<file path="config.mk">
export PLATFORM = sky130hd
export DESIGN_NAME = stack_with_top_range_increment_top
export DESIGN_NICKNAME = d
export VERILOG_FILES = /design/src/rtl/sbti_pkg.sv /design/src/rtl/sbti_cell.sv /design/src/rtl/stack_with_top_range_increment_top.sv
export SDC_FILE = /design/constraint.sdc
export NUM_CORES = 2
export LEC_CHECK = 0
export ABC_CLOCK_PERIOD_IN_PS = 15300
export BUFFER_PORTS_ARGS = -buffer_cell sky130_fd_sc_hd__buf_2
export CELL_PAD_IN_SITES_DETAIL_PLACEMENT = 1
export CELL_PAD_IN_SITES_GLOBAL_PLACEMENT = 2
export CORE_MARGIN = 1.5
export CORE_UTILIZATION = 45
export DETAILED_ROUTE_END_ITERATION = 6
export MAX_ROUTING_LAYER = met4
export PLACE_DENSITY_LB_ADDON = 0.1
export SLEW_MARGIN = 0
export SYNTH_ARGS = -nofsm -noshare
export SYNTH_HDL_FRONTEND = slang
export SYNTH_SLANG_ARGS = --single-unit
</file>
<file path="constraint.sdc">
create_clock -name clk -period 15.3 [get_ports clk]
set_input_delay 1.53 -clock clk [delete_from_list [all_inputs] [get_ports clk]]
set_output_delay 1.53 -clock clk [all_outputs]
set_load 0.1 [all_outputs]
</file>
<file path="src/rtl/sbti_pkg.sv">
// Shared constants, codes and types for the stack with top range increment.
`timescale 1ns / 1ps

package sbti_pkg;

  localparam int STACK_DEPTH = 16;
  localparam int DATA_W      = 32;
  localparam int COUNT_W     = 5;
  localparam int OP_W        = 2;
  localparam int STATUS_W    = 2;
  localparam int LEVEL_W     = $clog2(STACK_DEPTH + 1);
  localparam int CMP_W       = (LEVEL_W > COUNT_W) ? LEVEL_W : COUNT_W;

  localparam int IN_DATA_W   = ((DATA_W + COUNT_W + 7) / 8) * 8;
  localparam int OUT_DATA_W  = ((DATA_W + LEVEL_W + 1 + 7) / 8) * 8;

  localparam logic [OP_W-1:0] OP_PUSH = 2'd0;
  localparam logic [OP_W-1:0] OP_POP  = 2'd1;
  localparam logic [OP_W-1:0] OP_ADD  = 2'd2;

  localparam logic [STATUS_W-1:0] ST_OK    = 2'd0;
  localparam logic [STATUS_W-1:0] ST_FULL  = 2'd1;
  localparam logic [STATUS_W-1:0] ST_EMPTY = 2'd2;

  // Command broadcast to every cell for one accepted beat.
  typedef struct packed {
    logic               push;
    logic               pop;
    logic               add;
    logic [LEVEL_W-1:0] k;
    logic [DATA_W-1:0]  amount;
  } cell_ctrl_t;

endpackage

</file>
<file path="src/rtl/sbti_cell.sv">
// One stack cell: holds one word, shifts with its neighbors, adds in place.
`timescale 1ns / 1ps

module sbti_cell (
  input  logic                        clk,
  input  sbti_pkg::cell_ctrl_t        ctrl,
  input  logic [sbti_pkg::LEVEL_W-1:0] pos,
  input  logic [sbti_pkg::DATA_W-1:0]  from_above,
  input  logic [sbti_pkg::DATA_W-1:0]  from_below,
  output logic [sbti_pkg::DATA_W-1:0]  q,
  output logic [sbti_pkg::DATA_W-1:0]  q_next
);
  import sbti_pkg::*;

  logic add_hit;

  // Cell positions count down from the top; the top k cells take the add.
  assign add_hit = ctrl.add && (pos < ctrl.k);

  always_comb begin
    priority if (ctrl.push) begin
      q_next = from_above;
    end else if (ctrl.pop) begin
      q_next = from_below;
    end else if (add_hit) begin
      q_next = q + ctrl.amount;
    end else begin
      q_next = q;
    end
  end

  always_ff @(posedge clk) begin
    q <= q_next;
  end

endmodule

</file>
<file path="src/rtl/stack_with_top_range_increment_top.sv">
// Top level of the bounded stack with add-to-top-k, built as a chain of cells.
`timescale 1ns / 1ps
//
//  channel | dir | handshake          | payload
//  --------+-----+--------------------+---------------------------------------------
//  s_      | in  | s_tvalid/s_tready  | tuser: op; tdata: value, count
//  m_      | out | m_tvalid/m_tready  | tuser: status; tdata: top_value, fill_level,
//          |     |                    |        empty_res
//
//  The cells update and the result is registered on the edge that accepts
//  the beat. The pace is set by the single output register: a new beat is
//  taken when that register is empty or drained in the same cycle, so one
//  beat per cycle flows while m_tready stays high.
//  rst clears the fill level and the output valid; cell contents stay
//  undefined and are never shown because the fill level gates them.

module stack_with_top_range_increment_top (
  input  logic                            clk,
  input  logic                            rst,
  input  logic                            s_tvalid,
  output logic                            s_tready,
  // [1:0] op
  input  logic [sbti_pkg::OP_W-1:0]       s_tuser,
  // [31:0] value, [36:32] count, [39:37] zero
  input  logic [sbti_pkg::IN_DATA_W-1:0]  s_tdata,
  output logic                            m_tvalid,
  input  logic                            m_tready,
  // [1:0] status
  output logic [sbti_pkg::STATUS_W-1:0]   m_tuser,
  // [31:0] top_value, [36:32] fill_level, [37] empty_res, [39:38] zero
  output logic [sbti_pkg::OUT_DATA_W-1:0] m_tdata
);
  import sbti_pkg::*;

  localparam int PAD_W = OUT_DATA_W - DATA_W - LEVEL_W - 1;

  logic [LEVEL_W-1:0]  level;
  logic [LEVEL_W-1:0]  level_next;
  logic                accept;
  logic [OP_W-1:0]     op;
  logic [DATA_W-1:0]   value;
  logic [COUNT_W-1:0]  count;
  logic                full;
  logic                empty;
  logic [CMP_W-1:0]    count_ext;
  logic [CMP_W-1:0]    level_ext;
  logic [LEVEL_W-1:0]  k;
  logic [STATUS_W-1:0] status_next;
  cell_ctrl_t          ctrl;

  logic [DATA_W-1:0] cell_q    [STACK_DEPTH];
  logic [DATA_W-1:0] cell_next [STACK_DEPTH];

  // Take a beat when the result register is free or drains this cycle.
  assign s_tready = !m_tvalid || m_tready;
  assign accept   = s_tvalid && s_tready;

  assign op    = s_tuser;
  assign value = s_tdata[DATA_W-1:0];
  assign count = s_tdata[DATA_W +: COUNT_W];

  assign full  = (level == LEVEL_W'(STACK_DEPTH));
  assign empty = (level == '0);

  // Clamp the increment span to the fill level.
  assign count_ext = CMP_W'(count);
  assign level_ext = CMP_W'(level);
  assign k = (count_ext > level_ext) ? level : LEVEL_W'(count_ext);

  // Build the cell command; rejected pushes and pops leave every cell alone.
  always_comb begin
    ctrl.push   = accept && (op == OP_PUSH) && !full;
    ctrl.pop    = accept && (op == OP_POP) && !empty;
    ctrl.add    = accept && (op == OP_ADD);
    ctrl.k      = k;
    ctrl.amount = value;
  end

  always_comb begin
    level_next  = level;
    status_next = ST_OK;
    unique case (op)
      OP_PUSH: begin
        if (full) begin
          status_next = ST_FULL;
        end else begin
          level_next = level + LEVEL_W'(1);
        end
      end
      OP_POP: begin
        if (empty) begin
          status_next = ST_EMPTY;
        end else begin
          level_next = level - LEVEL_W'(1);
        end
      end
      default: begin
        // Add and the unused code keep the level.
        level_next = level;
      end
    endcase
  end

  // Cell 0 is the top of the stack; a push shifts words down the chain,
  // a pop shifts them up.
  for (genvar i = 0; i < STACK_DEPTH; i++) begin : g_cell
    logic [DATA_W-1:0] above;
    logic [DATA_W-1:0] below;

    if (i == 0) begin : g_first
      assign above = value;
    end else begin : g_mid_a
      assign above = cell_q[i-1];
    end

    if (i == STACK_DEPTH - 1) begin : g_last
      assign below = cell_q[i];
    end else begin : g_mid_b
      assign below = cell_q[i+1];
    end

    sbti_cell u_cell (
      .clk        (clk),
      .ctrl       (ctrl),
      .pos        (LEVEL_W'(i)),
      .from_above (above),
      .from_below (below),
      .q          (cell_q[i]),
      .q_next     (cell_next[i])
    );
  end

  always_ff @(posedge clk) begin
    if (rst) begin
      level <= '0;
    end else if (accept) begin
      level <= level_next;
    end
  end

  always_ff @(posedge clk) begin
    if (rst) begin
      m_tvalid <= 1'b0;
    end else if (accept) begin
      m_tvalid <= 1'b1;
    end else if (m_tready) begin
      m_tvalid <= 1'b0;
    end
  end

  // Register the result beat from the post-operation state.
  always_ff @(posedge clk) begin
    if (accept) begin
      m_tuser <= status_next;
      m_tdata <= {{PAD_W{1'b0}},
                  (level_next == '0),
                  level_next,
                  (level_next == '0) ? {DATA_W{1'b0}} : cell_next[0]};
    end
  end

endmodule

</file>
Word level (Yosys, flattened, before mapping)
Cells that the tools add are included.
Word-level totals
  register bits after elaboration: 558
  output and inout bits: 44
  word-level logic and storage cells: 163
Operators by class
  $add $sub $neg: 18
  order comparisons: 17
  equality and inequality tests: 4
  mux-type cells: 57
  reductions and logical operators: 46
Operator list (count)
  32-bit 2-to-1 mux: 48
  32-bit adder: 16
  3-bit nonzero test: 14
  4-bit by 5-bit < comparator with 1-bit output, first input constant: 8
  1-bit logical AND: 22
  3-bit by 5-bit < comparator with 1-bit output, first input constant: 4
  5-bit 2-to-1 mux: 3
  5-bit zero test: 2
  1-bit by 5-bit < comparator with 1-bit output, first input constant: 2
  2-bit by 5-bit < comparator with 1-bit output, first input constant: 2
  5-bit case mux with 2 select lines: 1
  5-bit by 1-bit adder with 5-bit output, second input constant: 1
  5-bit == test, second input constant: 1
  5-bit > comparator: 1
  5-bit by 1-bit subtractor with 5-bit output, second input constant: 1
  2-bit case mux with 2 select lines: 1
  2-bit nonzero test: 2
  1-bit zero test: 3
  1-bit 2-to-1 mux: 3
  2-bit by 1-bit == test with 1-bit output, second input constant: 1
  2-bit == test, second input constant: 1
  2-bit zero test: 1
  2-bit 2-to-1 mux: 1
  2-bit by 1-bit inequality test with 1-bit output, second input constant: 1
  other kinds (2): 2

Depth between registers and ports, before layout
  depth after elaboration: 8
  mapped depth: 14

By module
A second synthesis with hierarchy kept.
Second synthesis, totals
  cells, all modules: 7512
  area total of the unflattened synthesis: 57007.2 um^2
Modules (own cells, without submodules)
  sbti_cell at g_cell[1].u_cell ...: instances 6, cells an instance 457, area each 3474.6 um^2, seq. area each 640.6 um^2
  sbti_cell at g_cell[10].u_cell ...: instances 5, cells an instance 447, area each 3281.9 um^2, seq. area each 640.6 um^2
  sbti_cell at g_cell[7].u_cell ...: instances 3, cells an instance 477, area each 3515.9 um^2, seq. area each 640.6 um^2
  sbti_cell at g_cell[15].u_cell: instances 1, cells an instance 494, area each 3577.2 um^2, seq. area each 640.6 um^2
  sbti_cell at g_cell[0].u_cell: instances 1, cells an instance 426, area each 3281.9 um^2, seq. area each 640.6 um^2
  stack_with_top_range_increment_top: instances 1, cells an instance 184, area each 2343.5 um^2, seq. area each 1321.3 um^2

Least setup slack after synthesis
Ideal clock, no wire load.
  kind: in2reg
  from: input port m_tready
  to: register g_cell[2].u_cell.q[0] in the netlist's numbering (enable)
  library setup time: 0.428 ns
  arrival time: 7.199 ns
  data required time: 14.872 ns
  path slack: 7.673 ns
  cell stages on the path: 6
  buffers on the path: 0
  cell sequence: nand2b_1 > nand2_1 > clkinv_1 > nand3b_1 > o21ai_0 > o21bai_1
Between the ends
  cells in the longest elaborated chain, start to end: 5
  elaborated cells between the ends (all ways): 9
  classes of those cells: reduce/logical: 9
RTL lines
  from (decl): line stack_with_top_range_increment_top.sv:27  | input logic m_tready,
  1-bit logical OR (*): line stack_with_top_range_increment_top.sv:55  | assign s_tready = !m_tvalid || m_tready;
  1-bit logical AND (*): line stack_with_top_range_increment_top.sv:56  | assign accept = s_tvalid && s_tready;
  net accept: line stack_with_top_range_increment_top.sv:39  | logic accept;
  1-bit logical AND (on tied branches): line stack_with_top_range_increment_top.sv:73, stack_with_top_range_increment_top.sv:72, stack_with_top_range_increment_top.sv:74
  1-bit logical AND (on tied branches): line stack_with_top_range_increment_top.sv:73, stack_with_top_range_increment_top.sv:72, sbti_cell.sv:18
  3-bit nonzero test (no source line) (*)
  to (signal assigned): line sbti_cell.sv:33  | q <= q_next;
  to (decl): line sbti_cell.sv:10  | output logic [sbti_pkg::DATA_W-1:0] q,
Mark *: on every way through the listed nets, which the timed path passes. The rest lies on a longest branch.
A chain may end at the register's enable or synchronous reset.

==> summary.md <==
| Metric | Value |
|---|---|
| Maximum ir drop on the vdd rail | 0.0000897 V |
| Layout overhead on the synthesized area | 8.66% |
| Final Instance Count excl. Fillers | 6842 |
| Count of boundary I/O pins | 90 |
| Crit path capture type | register |
| Final clock period utilization by the worst path | 33.4% |
| Sequential area share after synthesis | 33.2% |
| Count of state elements after synthesis | 558 |
| Worst setup path class | in -> reg |
| Post-synthesis async set-or-reset flop share | 0% |
| Maximum clock frequency | 196 MHz |
| Mean post-synth cell area | 9.13 µm² |
| Min setup slack post-route | 10190 ps |
| Total track usage | a little under a third |
| Result of the run | finished, violations left |
| Count of buffers from port buffering | 84 |
| Total standard cell area after synthesis | 49400 µm² |
| Buffers inserted during post-CTS setup optimization | 0 |
| Die boundary height | between 300 and 400 µm |
| DRC violations left | 1 |
| Register area | 16400 µm² |
| Residual overflow from global routing | 0 |
| Number of instances in the synthesized netlist | 5408 |
| Number of rows created at floorplan | between 100 and 150 |
| Via count of the first global-routing pass | 46600 |
| Pwr dens | 151 nW/µm² |
| Share of final-layout standard cells stronger than drive strength 1 | 5.46% |
| Number of fillers in the final layout | about 12000 |
| TritonCTS clock tree | done |
| Measured slew at the worst slew-check pin | around 1200 ps |
| Setup repair after global routing missed its margin | false |
| Number of hold-repair buffers added at the cts stage | 0 |
| Die X-Extent | 334 µm |
| Per-cell routed wire length | 25.3 µm |
| Predominant post-synthesis flop cell | sky130_fd_sc_hd__edfxtp_1 |
| Worst setup SP type | input port |
| Later-pin clock latency in the skew report | 650 ps |
| Placeable core region | 109000 µm² |
| PostCTS Resize Cnt | 0 |
| Starting Density | 45.4% |
| Type of the worst min-delay path | reg -> reg |
| Violated checks | design-rule violations |
| Final-stage net count | 5933 |
| Number of max-slew violations in the final report | 0 |
| DRT Pass-1 Iters | 7 |
| Wire length after detailed routing | 173000 µm |
| Fin Setup TNS | 0 ps |
| Antenna viol nets, final | 0 |
| Number of sinks handled by clock tree synthesis | 558 |
| Number of DRC markers in iteration 0 | 2778 |
| Worst Setup Slack post-DPL | 9550 ps |
| CTS root buf | sky130_fd_sc_hd__clkbuf_16 |
| Total clock buffers created by CTS | 75 |
| Clock transition at path regs | 60 ps |
| Number of antenna violations at the first check in global routing | 7 |
| Total area of multi-input combinational cells | 31700 µm² |
| Leakage power | 20.9 nW |
| Maximum fanout along the worst path | 132 |
| Total power after layout | approximately 8.1 mW |
| Slew margin rel. | 21.3% |
| Deepest clock path buffer count | 3 |
| Setup skew after layout | 27.9 ps |
| Max-cap violations | 0 |
| Routed via count divided by cell count | roughly 6.5 |
| CP arrival | 5470 ps |
| Final critical delay including setup and external delays | 5110 ps |
| Post-Layout Inst Area | 53700 µm² |
| H-tree Lvls | 3 |
| Die outline area | 112000 µm² |
| Maximum number of pins on one net before global-route repair | between 150 and 200 |
| Number of library cell types mapped by synthesis | a little under 90 |
| YS warnings | 0 |
| Data required time at the worst endpoint | 15670 ps |
| Post-detailed-placement half-perimeter wirelength | 126000 µm |
| First-pass GRT wire length | between 200000 and 300000 µm |
| RePlAce Congestion | 0.896 |
| Final hold viol count | 0 |
| Cell total after placement | 6705 |
| Final Setup Violations | 0 |
| Count of flip-flops with a built-in enable after synthesis | 520 |
| Total cell area at the placement stage | 51300 µm² |
| Total vias in the final route | 44700 |
## logic make-up after synthesis
kind of cell / share of synthesized area [%]
AO/OA/AOI/OAI: 31.6
AND/OR/NAND/NOR: 10.7
flip-flops: 33.2
adder cells (fa/ha/maj): 13.4
XOR/XNOR: 7.78
buffers and inverters: 3.09
multiplexers: 0.205
other: 0.00759
## cell usage in the layout, fill, tap and decap left out, types with 32 or more instances in the layout
| cell type | instances |
|---|---|
| sky130_fd_sc_hd__a21oi_1 | 469 |
| sky130_fd_sc_hd__o211ai_1 | 34 |
| sky130_fd_sc_hd__a31oi_1 | 71 |
| sky130_fd_sc_hd__nor3_1 | 77 |
| sky130_fd_sc_hd__o21ai_0 | 409 |
| sky130_fd_sc_hd__and3_1 | 65 |
| sky130_fd_sc_hd__o22ai_1 | 248 |
| sky130_fd_sc_hd__o21bai_1 | 71 |
| sky130_fd_sc_hd__ha_1 | 503 |
| sky130_fd_sc_hd__clkbuf_16 | 78 |
| sky130_fd_sc_hd__dfxtp_1 | 38 |
| sky130_fd_sc_hd__edfxtp_1 | 520 |
| sky130_fd_sc_hd__buf_2 | 84 |
| sky130_fd_sc_hd__nand2b_1 | 77 |
| sky130_fd_sc_hd__nand3_1 | 110 |
| sky130_fd_sc_hd__xnor2_1 | 225 |
| sky130_fd_sc_hd__a211oi_1 | 46 |
| sky130_fd_sc_hd__nand2_1 | 335 |
| sky130_fd_sc_hd__and2_1 | 32 |
| sky130_fd_sc_hd__a22oi_1 | 455 |
| sky130_fd_sc_hd__buf_4 | 49 |
| sky130_fd_sc_hd__nor2_1 | 221 |
| sky130_fd_sc_hd__nor2b_1 | 58 |
| sky130_fd_sc_hd__o21a_1 | 54 |
| sky130_fd_sc_hd__xor2_1 | 214 |
| sky130_fd_sc_hd__a21o_1 | 270 |
| sky130_fd_sc_hd__inv_1 | 143 |
## Yosys cell counts (77+ instances only)
cell type | instances | area (µm²)
sky130_fd_sc_hd__a21oi_1 | 475 | 2380
sky130_fd_sc_hd__nand2b_1 | 77 | 482
sky130_fd_sc_hd__edfxtp_1 | 520 | 15600
sky130_fd_sc_hd__xnor2_1 | 225 | 1970
sky130_fd_sc_hd__nor3_1 | 77 | 385
sky130_fd_sc_hd__a21o_1 | 270 | 2030
sky130_fd_sc_hd__xor2_1 | 214 | 1870
sky130_fd_sc_hd__nor2_1 | 224 | 841
sky130_fd_sc_hd__a22oi_1 | 455 | 3420
sky130_fd_sc_hd__o22ai_1 | 248 | 1550
sky130_fd_sc_hd__nand3_1 | 110 | 551
sky130_fd_sc_hd__inv_1 | 143 | 537
sky130_fd_sc_hd__ha_1 | 503 | 6290
sky130_fd_sc_hd__nand2_1 | 337 | 1260
sky130_fd_sc_hd__o21ai_0 | 415 | 2080
sky130_fd_sc_hd__clkbuf_1 | 224 | 841
## flip-flops by register name, indices dropped and copies added (netlist names)
name	flops
m_tuser	2
m_tdata	38
g_cell.u_cell.q	512
level	5
m_tvalid	1
## metal layers
layer / vias to the layer above / share of wire, % / global-route usage (%)
li1: 21100 / - / -
met1: 22300 / 43 / 37.9
met2: 1043 / 50 / 53.8
met3: 285 / 4.1 / 2.79
met4: 0 / 3.4 / 11.8
met5: - / 0 / -
## per-stage QoR
step | hold slack [ps] | utilization, %
5_1_grt | 568 | 49.3
4_1_cts | 545 | 49.3
6_report | 549 | 49.3
3_5_place_dp | 534 | 47.1
2_1_floorplan | 480 | -
3_3_place_gp | 524 | 47.1
## worst paths after layout
check	start	to	slack, ps	depth (start not counted)
max	m_tready	g_cell[14].u_cell.q[18]$_DFFE_PP_	10190	10
min	g_cell[0].u_cell.q[22]$_DFF_P_	g_cell[0].u_cell.q[22]$_DFF_P_	550	2
max reg2reg	level[4]$_SDFFE_PP0P_	g_cell[2].u_cell.q[3]$_DFFE_PP_	10560	13
min reg2reg	g_cell[0].u_cell.q[22]$_DFF_P_	g_cell[0].u_cell.q[22]$_DFF_P_	550	2
## critical path, stage by stage
cell and delay [ps]:
sky130_fd_sc_hd__buf_2 80, sky130_fd_sc_hd__nand2b_1 170, sky130_fd_sc_hd__nand2_4 460, sky130_fd_sc_hd__a211oi_4 560
sky130_fd_sc_hd__buf_4 720, sky130_fd_sc_hd__buf_12 530, sky130_fd_sc_hd__buf_4 780, sky130_fd_sc_hd__nor3b_1 100
sky130_fd_sc_hd__a221oi_1 220, sky130_fd_sc_hd__o21ai_0 120
## power by group
| part | switching (mW) | internal (mW) |
|---|---|---|
| Combinational | 2.34 | 1.44 |
| Sequential | 0.334 | 2.20 |
| Clock | 0.738 | 1.06 |
| Total | 3.42 | 4.70 |
## cell type report
cell class                 count  share of cell area [%]
tap                         1414                    3.30
multi-input combinational   4452                    59.1
clock buffer                  99                    3.84
sequential                   558                    30.5
antenna                        7                  0.0326
timing repair buffer         137                    1.62
clock inverter                31                   0.611
inverter                     144                    1.01
Power figures use the tool's default switching activity.
